<file path="src/rtl/core/flat_json_object_tokenizer_assert.svh">
// Assertion macros for the flat JSON object tokenizer.
// Included by the top level; no other dependencies.
`ifndef FLAT_JSON_OBJECT_TOKENIZER_ASSERT_SVH
`define FLAT_JSON_OBJECT_TOKENIZER_ASSERT_SVH
`ifndef SYNTHESIS
`define FJOT_ASSERT_IMP(lbl, clk, rst_n, ante, cons, msg) \
  lbl: assert property (@(posedge clk) disable iff (!rst_n) (ante) |-> (cons)) else $error(msg);
`define FJOT_ASSERT_NXT(lbl, clk, rst_n, ante, cons, msg) \
  lbl: assert property (@(posedge clk) disable iff (!rst_n) (ante) |=> (cons)) else $error(msg);
`else
`define FJOT_ASSERT_IMP(lbl, clk, rst_n, ante, cons, msg)
`define FJOT_ASSERT_NXT(lbl, clk, rst_n, ante, cons, msg)
`endif
`endif

</file>
<file path="src/rtl/core/fjot_pkg.sv">
// Shared types, codes and character constants of the JSON object tokenizer.
// No dependencies.
package fjot_pkg;

  localparam logic [7:0] ROW_LIMIT = 8'd128;
  localparam logic [7:0] MAX_ROWS_RESET = 8'd128;

  localparam logic [2:0] PH_OUTSIDE   = 3'd0;
  localparam logic [2:0] PH_KEY       = 3'd1;
  localparam logic [2:0] PH_AFTER_KEY = 3'd2;
  localparam logic [2:0] PH_COLON     = 3'd3;
  localparam logic [2:0] PH_VALUE     = 3'd4;
  localparam logic [2:0] PH_AFTER_STR = 3'd5;

  localparam logic [1:0] NUM_IDLE   = 2'd0;
  localparam logic [1:0] NUM_DIGITS = 2'd1;
  localparam logic [1:0] NUM_SPACES = 2'd2;

  localparam logic [2:0] K_NONE   = 3'd0;
  localparam logic [2:0] K_KEYCH  = 3'd1;
  localparam logic [2:0] K_KEYEND = 3'd2;
  localparam logic [2:0] K_VALCH  = 3'd3;
  localparam logic [2:0] K_STREND = 3'd4;
  localparam logic [2:0] K_NUMEND = 3'd5;

  localparam logic [7:0] CH_QUOTE  = 8'h22;
  localparam logic [7:0] CH_BSLASH = 8'h5C;
  localparam logic [7:0] CH_COLON  = 8'h3A;
  localparam logic [7:0] CH_COMMA  = 8'h2C;
  localparam logic [7:0] CH_RBRACE = 8'h7D;
  localparam logic [7:0] CH_LBRACE = 8'h7B;
  localparam logic [7:0] CH_MINUS  = 8'h2D;
  localparam logic [7:0] CH_DOT    = 8'h2E;
  localparam logic [7:0] CH_SPACE  = 8'h20;
  localparam logic [7:0] CH_ZERO   = 8'h30;
  localparam logic [7:0] CH_NINE   = 8'h39;

  typedef struct packed {
    logic [2:0] phase;
    logic       esc;
    logic       in_num;
    logic [1:0] num_sub;
    logic       dot;
    logic [7:0] row_cnt;
    logic       halted;
    logic       err;
  } fjot_state_t;

  typedef struct packed {
    logic [2:0] token_kind;
    logic [7:0] token_char;
    logic [6:0] row_index;
    logic [7:0] rows_found;
    logic       parse_error;
    logic       finished;
  } fjot_result_t;

  function automatic logic is_digit(input logic [7:0] c);
    return (c >= CH_ZERO) && (c <= CH_NINE);
  endfunction

endpackage

</file>
<file path="src/rtl/core/fjot_in_if.sv">
// Input channel of the JSON object tokenizer: one text byte per item.
// No dependencies.
interface fjot_in_if;
  logic       valid;
  logic       ready;
  logic [7:0] text_byte;
  logic       end_of_text;

  modport source (output valid, output text_byte, output end_of_text, input ready);
  modport sink (input valid, input text_byte, input end_of_text, output ready);
endinterface

</file>
<file path="src/rtl/core/fjot_out_if.sv">
// Result channel of the JSON object tokenizer: one token event per item.
// No dependencies.
interface fjot_out_if;
  logic       valid;
  logic       ready;
  logic [2:0] token_kind;
  logic [7:0] token_char;
  logic [6:0] row_index;
  logic [7:0] rows_found;
  logic       parse_error;
  logic       finished;

  modport source (output valid, output token_kind, output token_char, output row_index,
                  output rows_found, output parse_error, output finished, input ready);
  modport sink (input valid, input token_kind, input token_char, input row_index,
                input rows_found, input parse_error, input finished, output ready);
endinterface

</file>
<file path="src/rtl/core/flat_json_object_tokenizer.sv">
// Top level of the flat JSON object tokenizer: input register, parse state, result register.
// Depends on fjot_pkg, fjot_in_if, fjot_out_if, fjot_step and the assertion macro header.
//
//   channel   direction  payload                                       handshake
//   in_ch     in         text_byte, end_of_text                        valid/ready
//   out_ch    out        token_kind, token_char, row_index, rows_found,
//                        parse_error, finished                         valid/ready
//   cfg       in         cfg_data (max_rows)                           cfg_we, no ready
//
// Each item passes through the input register and then the result register; one item is accepted every cycle
// while the result is not stalled. The byte is parsed as it moves from the input register to the result register.
// A stalled result holds the input register, and the input accepts again as soon as it drains.
// Reset clears the parse state and sets max_rows to 128.
`include "flat_json_object_tokenizer_assert.svh"

module flat_json_object_tokenizer (
  input  logic             clk,
  input  logic             rst_n,
  fjot_in_if.sink          in_ch,
  fjot_out_if.source       out_ch,
  input  logic             cfg_we,
  input  logic [7:0]       cfg_data
);

  logic                   in_vld_r;
  logic [7:0]             in_byte_r;
  logic                   in_eot_r;
  logic                   out_vld_r;
  fjot_pkg::fjot_result_t out_res_r;
  fjot_pkg::fjot_state_t  state_r;
  fjot_pkg::fjot_state_t  state_nxt;
  fjot_pkg::fjot_result_t res_nxt;
  logic [7:0]             max_rows_r;
  logic [7:0]             limit;
  logic                   out_free;
  logic                   advance;

  assign limit    = (max_rows_r > fjot_pkg::ROW_LIMIT) ? fjot_pkg::ROW_LIMIT : max_rows_r;
  assign out_free = !out_vld_r || out_ch.ready;
  assign advance  = in_vld_r && out_free;
  assign in_ch.ready = !in_vld_r || out_free;

  fjot_step u_step (
    .state_i (state_r),
    .byte_i  (in_byte_r),
    .eot_i   (in_eot_r),
    .limit_i (limit),
    .state_o (state_nxt),
    .res_o   (res_nxt)
  );

  always_ff @(posedge clk) begin
    if (!rst_n) begin
      in_vld_r   <= 1'b0;
      out_vld_r  <= 1'b0;
      state_r    <= '0;
      max_rows_r <= fjot_pkg::MAX_ROWS_RESET;
    end else begin
      if (in_ch.ready) begin
        in_vld_r <= in_ch.valid;
      end
      if (out_free) begin
        out_vld_r <= in_vld_r;
      end
      if (advance) begin
        state_r <= state_nxt;
      end
      if (cfg_we) begin
        max_rows_r <= cfg_data;
      end
    end
  end

  always_ff @(posedge clk) begin
    if (in_ch.ready && in_ch.valid) begin
      in_byte_r <= in_ch.text_byte;
      in_eot_r  <= in_ch.end_of_text;
    end
    if (advance) begin
      out_res_r <= res_nxt;
    end
  end

  assign out_ch.valid       = out_vld_r;
  assign out_ch.token_kind  = out_res_r.token_kind;
  assign out_ch.token_char  = out_res_r.token_char;
  assign out_ch.row_index   = out_res_r.row_index;
  assign out_ch.rows_found  = out_res_r.rows_found;
  assign out_ch.parse_error = out_res_r.parse_error;
  assign out_ch.finished    = out_res_r.finished;

  `FJOT_ASSERT_IMP(a_row_bound, clk, rst_n, 1'b1, state_r.row_cnt <= fjot_pkg::ROW_LIMIT, "row count above limit")
  `FJOT_ASSERT_IMP(a_err_no_token, clk, rst_n, out_vld_r && out_res_r.parse_error, out_res_r.token_kind == fjot_pkg::K_NONE, "token emitted with error set")
  `FJOT_ASSERT_NXT(a_halt_hold, clk, rst_n, advance && state_r.halted && !in_eot_r, $stable(state_r), "halted state changed")

endmodule

</file>
<file path="src/rtl/core/fjot_step.sv">
// Next-state and token logic for one text byte of the tokenizer.
// Depends on fjot_pkg.
module fjot_step (
  input  fjot_pkg::fjot_state_t  state_i,
  input  logic [7:0]             byte_i,
  input  logic                   eot_i,
  input  logic [7:0]             limit_i,
  output fjot_pkg::fjot_state_t  state_o,
  output fjot_pkg::fjot_result_t res_o
);

  fjot_pkg::fjot_state_t st;
  logic [2:0] kind;
  logic [7:0] ch;
  logic       fail;
  logic       closed;

  always_comb begin
    st     = state_i;
    kind   = fjot_pkg::K_NONE;
    ch     = 8'd0;
    fail   = 1'b0;
    closed = 1'b0;
    if (!state_i.halted) begin
      unique case (state_i.phase)
        fjot_pkg::PH_OUTSIDE: begin
          if (byte_i == fjot_pkg::CH_QUOTE) begin
            if (state_i.row_cnt >= limit_i) begin
              fail = 1'b1;
            end else begin
              st.phase = fjot_pkg::PH_KEY;
            end
          end else if (byte_i != fjot_pkg::CH_SPACE && byte_i != fjot_pkg::CH_LBRACE &&
                       byte_i != fjot_pkg::CH_RBRACE) begin
            fail = 1'b1;
          end
        end
        fjot_pkg::PH_KEY: begin
          if (state_i.esc) begin
            st.esc = 1'b0;
            kind   = fjot_pkg::K_KEYCH;
            ch     = byte_i;
          end else if (byte_i == fjot_pkg::CH_BSLASH) begin
            st.esc = 1'b1;
          end else if (byte_i == fjot_pkg::CH_QUOTE) begin
            st.phase = fjot_pkg::PH_AFTER_KEY;
            kind     = fjot_pkg::K_KEYEND;
          end else begin
            kind = fjot_pkg::K_KEYCH;
            ch   = byte_i;
          end
        end
        fjot_pkg::PH_AFTER_KEY: begin
          if (byte_i == fjot_pkg::CH_COLON) begin
            st.phase = fjot_pkg::PH_COLON;
          end else if (byte_i != fjot_pkg::CH_SPACE) begin
            fail = 1'b1;
          end
        end
        fjot_pkg::PH_COLON: begin
          if (byte_i == fjot_pkg::CH_QUOTE) begin
            st.phase  = fjot_pkg::PH_VALUE;
            st.in_num = 1'b0;
          end else if (byte_i == fjot_pkg::CH_MINUS || fjot_pkg::is_digit(byte_i)) begin
            st.phase   = fjot_pkg::PH_VALUE;
            st.in_num  = 1'b1;
            st.num_sub = fjot_pkg::NUM_DIGITS;
            st.dot     = 1'b0;
            kind       = fjot_pkg::K_VALCH;
            ch         = byte_i;
          end else if (byte_i == fjot_pkg::CH_BSLASH || byte_i == fjot_pkg::CH_COLON ||
                       byte_i == fjot_pkg::CH_COMMA) begin
            fail = 1'b1;
          end
        end
        fjot_pkg::PH_VALUE: begin
          if (!state_i.in_num) begin
            if (state_i.esc) begin
              st.esc = 1'b0;
              kind   = fjot_pkg::K_VALCH;
              ch     = byte_i;
            end else if (byte_i == fjot_pkg::CH_BSLASH) begin
              st.esc = 1'b1;
            end else if (byte_i == fjot_pkg::CH_QUOTE) begin
              st.phase   = fjot_pkg::PH_AFTER_STR;
              kind       = fjot_pkg::K_STREND;
              st.row_cnt = state_i.row_cnt + 8'd1;
            end else begin
              kind = fjot_pkg::K_VALCH;
              ch   = byte_i;
            end
          end else if (byte_i == fjot_pkg::CH_COMMA) begin
            st.phase   = fjot_pkg::PH_OUTSIDE;
            st.in_num  = 1'b0;
            kind       = fjot_pkg::K_NUMEND;
            st.row_cnt = state_i.row_cnt + 8'd1;
          end else if (state_i.num_sub == fjot_pkg::NUM_DIGITS) begin
            if (byte_i == fjot_pkg::CH_DOT && !state_i.dot) begin
              st.dot = 1'b1;
              kind   = fjot_pkg::K_VALCH;
              ch     = byte_i;
            end else if (fjot_pkg::is_digit(byte_i)) begin
              kind = fjot_pkg::K_VALCH;
              ch   = byte_i;
            end else if (byte_i == fjot_pkg::CH_SPACE) begin
              st.num_sub = fjot_pkg::NUM_SPACES;
            end else if (byte_i == fjot_pkg::CH_RBRACE) begin
              kind       = fjot_pkg::K_NUMEND;
              st.row_cnt = state_i.row_cnt + 8'd1;
              closed     = 1'b1;
            end else begin
              fail = 1'b1;
            end
          end else if (byte_i != fjot_pkg::CH_SPACE) begin
            fail = 1'b1;
          end
        end
        fjot_pkg::PH_AFTER_STR: begin
          if (byte_i == fjot_pkg::CH_COMMA) begin
            st.phase = fjot_pkg::PH_OUTSIDE;
          end else if (byte_i == fjot_pkg::CH_RBRACE) begin
            closed = 1'b1;
          end else if (byte_i != fjot_pkg::CH_SPACE) begin
            fail = 1'b1;
          end
        end
        default: begin
          fail = 1'b1;
        end
      endcase
      if (fail) begin
        st.err    = 1'b1;
        st.halted = 1'b1;
        kind      = fjot_pkg::K_NONE;
        ch        = 8'd0;
      end
      if (closed) begin
        st.halted = 1'b1;
      end
    end
  end

  always_comb begin
    res_o.token_kind  = kind;
    res_o.token_char  = ch;
    res_o.row_index   = (kind == fjot_pkg::K_NONE) ? 7'd0 : state_i.row_cnt[6:0];
    res_o.rows_found  = st.row_cnt;
    res_o.parse_error = st.err;
    res_o.finished    = (st.halted && !st.err) || eot_i;
    state_o           = eot_i ? '0 : st;
  end

endmodule

</file>
<file path="src/flat_wrapper.sv">
// flat-port wrapper written by rule: the top's interface ports become plain ports
module flat_json_object_tokenizer_flat 
  (clk, rst_n, cfg_we, cfg_data, in_ch_valid, in_ch_text_byte, in_ch_end_of_text, in_ch_ready, out_ch_valid, out_ch_token_kind, out_ch_token_char, out_ch_row_index, out_ch_rows_found, out_ch_parse_error, out_ch_finished, out_ch_ready);
  fjot_in_if in_ch_i ();
  fjot_out_if out_ch_i ();
  input  logic clk;
  input  logic rst_n;
  input  logic cfg_we;
  input  logic [7:0] cfg_data;
  input wire logic [$bits(in_ch_i.valid)-1:0] in_ch_valid;
  input wire logic [$bits(in_ch_i.text_byte)-1:0] in_ch_text_byte;
  input wire logic [$bits(in_ch_i.end_of_text)-1:0] in_ch_end_of_text;
  output wire logic [$bits(in_ch_i.ready)-1:0] in_ch_ready;
  output wire logic [$bits(out_ch_i.valid)-1:0] out_ch_valid;
  output wire logic [$bits(out_ch_i.token_kind)-1:0] out_ch_token_kind;
  output wire logic [$bits(out_ch_i.token_char)-1:0] out_ch_token_char;
  output wire logic [$bits(out_ch_i.row_index)-1:0] out_ch_row_index;
  output wire logic [$bits(out_ch_i.rows_found)-1:0] out_ch_rows_found;
  output wire logic [$bits(out_ch_i.parse_error)-1:0] out_ch_parse_error;
  output wire logic [$bits(out_ch_i.finished)-1:0] out_ch_finished;
  input wire logic [$bits(out_ch_i.ready)-1:0] out_ch_ready;
  assign in_ch_i.valid = in_ch_valid;
  assign in_ch_i.text_byte = in_ch_text_byte;
  assign in_ch_i.end_of_text = in_ch_end_of_text;
  assign in_ch_ready = in_ch_i.ready;
  assign out_ch_valid = out_ch_i.valid;
  assign out_ch_token_kind = out_ch_i.token_kind;
  assign out_ch_token_char = out_ch_i.token_char;
  assign out_ch_row_index = out_ch_i.row_index;
  assign out_ch_rows_found = out_ch_i.rows_found;
  assign out_ch_parse_error = out_ch_i.parse_error;
  assign out_ch_finished = out_ch_i.finished;
  assign out_ch_i.ready = out_ch_ready;
  flat_json_object_tokenizer u_core (.clk(clk), .rst_n(rst_n), .in_ch(in_ch_i), .out_ch(out_ch_i), .cfg_we(cfg_we), .cfg_data(cfg_data));
endmodule
</file>
<file path="config.mk">
export PLATFORM = sky130hd
export DESIGN_NAME = flat_json_object_tokenizer_flat
export DESIGN_NICKNAME = d
export VERILOG_FILES = /design/src/rtl/core/fjot_pkg.sv /design/src/rtl/core/fjot_in_if.sv /design/src/rtl/core/fjot_out_if.sv /design/src/rtl/core/flat_json_object_tokenizer.sv /design/src/rtl/core/fjot_step.sv /design/src/flat_wrapper.sv
export VERILOG_INCLUDE_DIRS = /design/src /design/src/rtl/core
export SDC_FILE = /design/constraint.sdc
export NUM_CORES = 1
export LEC_CHECK = 0
export ABC_AREA = 1
export BUFFER_PORTS_ARGS = -buffer_cell sky130_fd_sc_hd__clkbuf_2
export CAP_MARGIN = 20
export CORE_MARGIN = 5
export CORE_UTILIZATION = 52
export CTS_CLUSTER_DIAMETER = 100
export DETAILED_ROUTE_END_ITERATION = 6
export GPL_ROUTABILITY_DRIVEN = 0
export PLACE_DENSITY_LB_ADDON = 0.08
export SYNTH_ARGS = -nofsm -noshare
export SYNTH_HDL_FRONTEND = slang
export SYNTH_SLANG_ARGS = --single-unit
</file>
<file path="constraint.sdc">
create_clock -name clk -period 2.08 [get_ports clk]
set_input_delay 0.208 -clock clk [delete_from_list [all_inputs] [get_ports clk]]
set_output_delay 0.208 -clock clk [all_outputs]
set_load 0.02 [all_outputs]
</file>
==> results.ini, run 1 <==
[setup_path]
start_kind = flip-flop
crit_path_end_kind = flip-flop
timing.rr.end = u_core.out_ch.parse_error$_DFFE_PP_
crit_fanout = 4
r2r-start = u_core.max_rows_r[0]$_SDFFE_PN0P_
cp.arrival_ns = 2.42
worstSetupPathType = flip-flop to flip-flop
cp.required_ns = 2.18
rrSetupSlack_ns = -0.24
reg2reg_depth = 12

[cells_and_area]
syn_to_final_growth_pct = 26.6
instances_no_fill = 671
regArea_mm2 = 0.00167
nets = 601
diodes = 0
drive_above_1_share = 0.306
design_area_mm2 = 0.00472
nFillCells = 571
multi_input_area_mm2 = 0.00189
post-route-util = 0.687

[die]
dieHeight_um = 94.7
ioPinCount = 52
dieArea_mm2 = 0.00896
core_mm2 = 0.00687
dieWidth_um = 94.7
initial_utilization = 0.543
rows = 30

[timing]
finalCritPeriodShare = 1.11
grt_setup_unrepaired = true
setup_ws_ns = -0.237
min_period_ns = 2.32
timing.hold.ws_ns = 0.0298
hold_viol_final = 0
finClkSkew_ns = 0.0110
setup_violations = 15
tightest_slew_ns = 0.635
relSlewSlack = 0.577
final-max-slew-violation-count = 0
fmax_ghz = 0.432
setup-tns-final_ns = -2.41

[clock_network]
cts_buffer_depth = 2
clkLatencyLatePin_ns = 0.35
cts_buffers = 9
cts_tree = done
clockRootBuffer = clkbuf_8
cts-htree-levels = 3
clock-sinks = 65
cts.clk_slew.worst_paths_ns = 0.08

[run_status]
violations = negative setup slack
status = complete, but fails checks

[drt]
wire_per_inst_um = 13.7
drtIter0Drc = 324
drt_pass1_iterations = 5
vias_per_cell = 5.17
drc = 0
wirelength_um = 9220
dr_total_vias = 3469
ant_nets = 0

[placed_design]
io_buffers = 51
dp_hpwl_um = 6690
dp_slack_ns = -0.274
placedCellCount = 648
place_area_mm2 = 0.00429

[run]
cap_violations = 0

[hold_path]
min_to = u_core.in_byte_r[1]$_DFFE_PP_
min_path_type = primary input to flip-flop
min_delay_path_depth = 1
hold_start = in_ch_text_byte[1]

[power]
p_leak_nw = 2.12
irDropWorstVdd_v = 0.000386
power_mw = 3.30
power.density_mw_per_mm2 = 698

[grt]
antenna_found_initial = 0
grt_pass1_vias = 3110
grt_pass1_wl_um = 14800
groute.usage.overall = 0.214
grt-ovfl-total = 0
grt_max_degree = 30

[synth]
synthFlopType = edfxtp_1
synth_common_cells = nand2_1 (112), inv_1 (65), nor2_1 (63)
ys_ff_latch = 65
ys_async_sr_fraction = 0
synth-edff-count = 37
postSynthCellCount = 481
synth_nets = 512
synth_cell_types = 41
synth_top_area_frac = 0.298
netlist_area_mm2 = 0.00373
avgSynthCellArea_um2 = 7.75
ys_top_cells_by_area = edfxtp_1 (30%), dfxtp_1 (15%), nand2_1 (11%), inv_1 (6.5%), nor2_1 (6.3%)
yosysMostFrequentCell = nand2_1
synth.largest_area_cell = edfxtp_1
ys_seq_area_frac = 0.448
ys_warn_count = 0

-- cell type report --
cell class,count,area share
clock buffer,9,0.0262
inverter,73,0.0583
sequential,65,0.355
tap,96,0.0254
timing repair buffer,85,0.108
clock inverter,7,0.0265
multi-input combinational,336,0.401
-- critical path: stages, from the launching register on --
cell and delay, ns:
dfxtp_2 0.33, nor4_2 0.25, a31oi_1 0.15, inv_2 0.13, nand2_2 0.09, ha_4 0.22, a21oi_1 0.11, o21a_1 0.15
nand3_2 0.12, o21bai_4 0.19, nand2_1 0.09, a21oi_2 0.18, inv_1 0.06
-- how the worst max path moves through the flow --
stage | start | to | slack [ns] | cells after the start
finish | u_core.max_rows_r[0]$_SDFFE_PN0P_ | u_core.out_ch.parse_error$_DFFE_PP_ | -0.24 | 12
global route | u_core.max_rows_r[0]$_SDFFE_PN0P_ | u_core.out_ch.finished$_DFFE_PP_ | -0.35 | 13
CTS | u_core.max_rows_r[3]$_SDFFE_PN0P_ | u_core.out_ch.parse_error$_DFFE_PP_ | -0.30 | 13
detailed placement | u_core.max_rows_r[0]$_SDFFE_PN0P_ | u_core.out_ch.parse_error$_DFFE_PP_ | -0.27 | 13
global placement | u_core.max_rows_r[0]$_SDFFE_PN0P_ | u_core.out_ch.parse_error$_DFFE_PP_ | -0.21 | 13
floorplan | u_core.max_rows_r[0]$_SDFFE_PN0P_ | u_core.out_ch.parse_error$_DFFE_PP_ | -0.06 | 13
-- sequential cells by signal (all words and copies together) (netlist names) --
signal and count:
u_core.in_byte_r 8, u_core.in_eot_r 1, u_core.in_vld_r 1, u_core.max_rows_r 8, u_core.out_ch.finished 1, u_core.out_ch.parse_error 1
u_core.out_ch.row_index 7, u_core.out_ch.rows_found 8, u_core.out_ch.token_char 8, u_core.out_ch.token_kind 3, u_core.out_ch.valid 1, u_core.state_r 18
-- layer usage --
| layer | vias to the layer above | global-route usage | routed length, um |
|---|---|---|---|
| li1 | 1766 | - | - |
| met1 | 1558 | 0.303 | 4230 |
| met2 | 135 | 0.325 | 4220 |
| met3 | 10 | 0.0494 | 667 |
| met4 | 0 | 0.0637 | 106 |
| met5 | - | 0 | 0 |
-- cell families (layout without fill, tap and decap cells) --
| logic type | count (synthesis) | in the layout | synth area share |
|---|---|---|---|
| buffers and inverters | 80 | 174 | 0.0832 |
| AO/OA/AOI/OAI | 82 | 82 | 0.131 |
| adder cells (fa/ha/maj) | 9 | 9 | 0.0302 |
| AND/OR/NAND/NOR | 243 | 243 | 0.301 |
| flip-flops | 65 | 65 | 0.448 |
| XOR/XNOR | 2 | 2 | 0.00671 |
-- where the power goes --
| part | internal, mW | switching [mW] | total (mW) |
|---|---|---|---|
| Sequential | 1.42 | 0.0428 | 1.46 |
| Combinational | 0.179 | 0.314 | 0.493 |
| Clock | 0.808 | 0.530 | 1.34 |
| Total | 2.41 | 0.887 | 3.30 |
-- cell usage in the layout, fill, tap and decap left out, types with 3 or more instances in the layout --
cell type	synthesis	routed
clkbuf_2	0	51
inv_2	5	9
nor3_2	6	6
clkbuf_8	0	9
nor3_1	8	8
a21oi_2	2	5
ha_4	0	4
nand3_1	17	16
a211oi_1	3	3
o211ai_1	8	8
edfxtp_1	37	37
ha_1	9	4
o21ai_1	4	4
a21oi_1	26	23
a22oi_1	4	4
nand3_2	3	3
nand2_1	112	105
nor2_2	7	13
nand4_1	7	7
buf_4	0	34
nand2_2	8	15
nor2_4	5	7
o21ai_0	28	27
nor2_1	63	55
bufinv_16	0	3
inv_1	65	61
dfxtp_1	28	26
-- repair_timing --
action / CTS / global route
buffers inserted: 2 / 5
pin swaps: 13 / 17
setup endpoints to repair: 15 / 26
endpoints found under the hold margin: 0 / 0
gates resized for setup: 5 / 29
hold buffers: 0 / 0
No activity file was read; power rests on OpenSTA's default activity.
==> inputs of run 2 (changes only) <==
PLACE_DENSITY = 0.87   (was default)
PLACE_DENSITY_LB_ADDON = default   (was 0.08)
==> run 2 against run 1 <==
Against the previous run: the run ends with design-rule violations, negative setup slack left; count of clock-buffer cells in the layout is the same; cell area is 1.1% higher; non-clock buffer count rose by 8; clock power decreased by 20%; cell count grew 1.2%; die area stayed put; clock skew rose by 0.0018 ns; critical path type unchanged; highest routed layer unchanged.
==> results.ini, run 2 (synthesis gave the netlist of run 1 again) <==
[setup_path]
cp.required_ns = 2.28  ; +0.10 ns
crit_path_end_kind = flip-flop
cpMaxStageDelayCell = dfxtp_2
timing.rr.end = u_core.out_ch.token_char[2]$_SDFFCE_PP0P_
start_kind = flip-flop
cpPeakStageDelay_ns = 0.34  ; about the same
reg2reg_depth = 14  ; +2
crit_fanout = 7  ; +3
rrSetupSlack_ns = -0.30  ; -0.06 ns
worstSetupPathType = flip-flop to flip-flop
cp.arrival_ns = 2.58  ; +0.16 ns
cp_cell_sequence = nor4_4 > a31oi_2 > buf_4 > nor2_4 > ha_2 > inv_2 > a21oi_2 > o21ai_2 > nand2_1 > nand3_2 > o21bai_4 > o2111ai_4 > buf_12 > nor2_1
r2r-start = u_core.max_rows_r[1]$_SDFFE_PN0P_

[timing]
relSlewSlack = 0.588  ; +0.0119
finalCritPeriodShare = 1.14  ; +0.0301
final-max-slew-violation-count = 0  ; unchanged
hold_viol_final = 0  ; unchanged
grt_setup_unrepaired = true
tightest_slew_ns = 0.617  ; -0.0178 ns
setup-tns-final_ns = -3.25  ; -0.838 ns
setup_violations = 15  ; unchanged
min_period_ns = 2.38  ; +0.0626 ns
setup_ws_ns = -0.300  ; -0.0626 ns
finClkSkew_ns = 0.0128  ; +0.00185 ns
fmax_ghz = 0.420  ; -2.6%

[placed_design]
dp_slack_ns = -0.311  ; -0.0374 ns
dp_hpwl_um = 6530  ; -2.4%
io_buffers = 51  ; unchanged

[grt]
grt_max_degree = 30  ; unchanged
antenna_found_initial = 0  ; unchanged
groute.usage.overall = 0.216  ; +0.00189
grt_pass1_vias = 3395  ; +9.2%
grt-ovfl-total = 0  ; unchanged
grt_pass1_wl_um = 15200  ; +2.1%

[clock_network]
cts_tree = done
clkLatencyLatePin_ns = 0.35  ; about the same
cts_buffers = 9  ; unchanged
cts-htree-levels = 3  ; unchanged
clock-sinks = 65  ; unchanged
cts_buffer_depth = 2  ; unchanged
clockRootBuffer = clkbuf_8
cts.clk_slew.worst_paths_ns = 0.08  ; about the same

[die]
dieWidth_um = 94.7  ; unchanged
initial_utilization = 0.543  ; unchanged
core_mm2 = 0.00687  ; unchanged
ioPinCount = 52  ; unchanged
dieHeight_um = 94.7  ; unchanged
dieArea_mm2 = 0.00896  ; unchanged
rows = 30  ; unchanged

[cells_and_area]
nets = 609  ; +1.3%
diodes = 0  ; unchanged
largest_register_ff_count = 18  ; unchanged
final_common_cell = nand2_1
post-route-util = 0.695  ; +0.00747
syn_to_final_growth_pct = 28.0
drive_above_1_share = 0.321  ; +0.0147
most-common-layout-cells = nand2_1 (107), inv_1 (60), nor2_1 (54)
nFillCells = 494  ; -13%
top_register = u_core.state_r

[drt]
wire_per_inst_um = 14.5  ; +5.8%
wirelength_um = 9870  ; +7.0%
vias_per_cell = 5.50  ; +6.4%
dr_total_vias = 3735  ; +7.7%
drc = 3  ; +3
drtIter0Drc = 501  ; +55%
ant_nets = 0  ; unchanged
drt_pass1_iterations = 7  ; +2

[power]
power.density_mw_per_mm2 = 642  ; -8.0%
p_leak_nw = 2.16  ; +1.8%
irDropWorstVdd_v = 0.000335  ; -13%

[hold_path]
min_path_type = primary input to flip-flop
hold_start = in_ch_text_byte[7]
min_delay_path_depth = 1  ; unchanged
min_to = u_core.in_byte_r[7]$_DFFE_PP_

[run]
cap_violations = 0  ; unchanged

[run_status]
violations = design-rule violations, negative setup slack
status = complete, but fails checks

[run 2: repair_timing]
action	in CTS	in global routing
buffers inserted	3	15
pin swaps	11	26
gates resized for setup	11	32
setup endpoints to repair	15	31
hold buffers	0	0
[run 2: per-stage QoR]
stage	cells	total power, mW	hold WS (ns)	instance area (um^2)
after floorplan	481	1.79	0.307	3740
after global placement	645	1.92	0.385	4270
after detailed placement	645	1.93	0.387	4270
after CTS	664	3.02	0.0216	4540
after global routing	679	3.19	0.0197	4770
final	679	3.06	0.0318	4770
[run 2: worst max-delay path: cells and delay by family, from the launching register on]
| family | cells | cell delay (ns) |
|---|---|---|
| AO/OA/AOI/OAI | 5 | 0.69 |
| adder cells (fa/ha/maj) | 1 | 0.18 |
| buffers and inverters | 3 | 0.38 |
| flip-flops | 1 | 0.34 |
| AND/OR/NAND/NOR | 5 | 0.65 |
[run 2: cell type report]
type | instances | area [um^2] | share of cell area
sequential | 65 | 1680 | 0.351
clock buffer | 9 | 124 | 0.0260
clock inverter | 7 | 71.3 | 0.0149
tap | 96 | 120 | 0.0252
timing repair buffer | 93 | 594 | 0.125
inverter | 73 | 275 | 0.0577
multi-input combinational | 336 | 1910 | 0.401
[run 2: where the power goes]
part           total (mW)  internal, mW  leakage [nW]  switching, mW
Clock                1.07         0.552         0.103          0.521
Combinational       0.521         0.192          1.47          0.329
Sequential           1.47          1.42         0.594         0.0472
[run 2: worst max-delay path by stage]
stage	start	endpoint	slack [ns]
final	u_core.max_rows_r[1]$_SDFFE_PN0P_	u_core.out_ch.token_char[2]$_SDFFCE_PP0P_	-0.30
after global routing	u_core.max_rows_r[1]$_SDFFE_PN0P_	u_core.out_ch.token_char[2]$_SDFFCE_PP0P_	-0.45
after CTS	u_core.max_rows_r[3]$_SDFFE_PN0P_	u_core.out_ch.token_char[7]$_SDFFCE_PP0P_	-0.30
after detailed placement	u_core.max_rows_r[0]$_SDFFE_PN0P_	u_core.out_ch.token_char[6]$_SDFFCE_PP0P_	-0.31
after global placement	u_core.max_rows_r[0]$_SDFFE_PN0P_	u_core.out_ch.parse_error$_DFFE_PP_	-0.18
after floorplan	u_core.max_rows_r[0]$_SDFFE_PN0P_	u_core.out_ch.parse_error$_DFFE_PP_	-0.06
[run 2: layer usage]
metal / vias to the layer above / part of all wire / global-route usage
met5: - / 0 / 0
met4: 0 / 0.030 / 0.0998
met3: 51 / 0.094 / 0.0375
met2: 237 / 0.48 / 0.357
met1: 1668 / 0.39 / 0.274
li1: 1779 / - / -
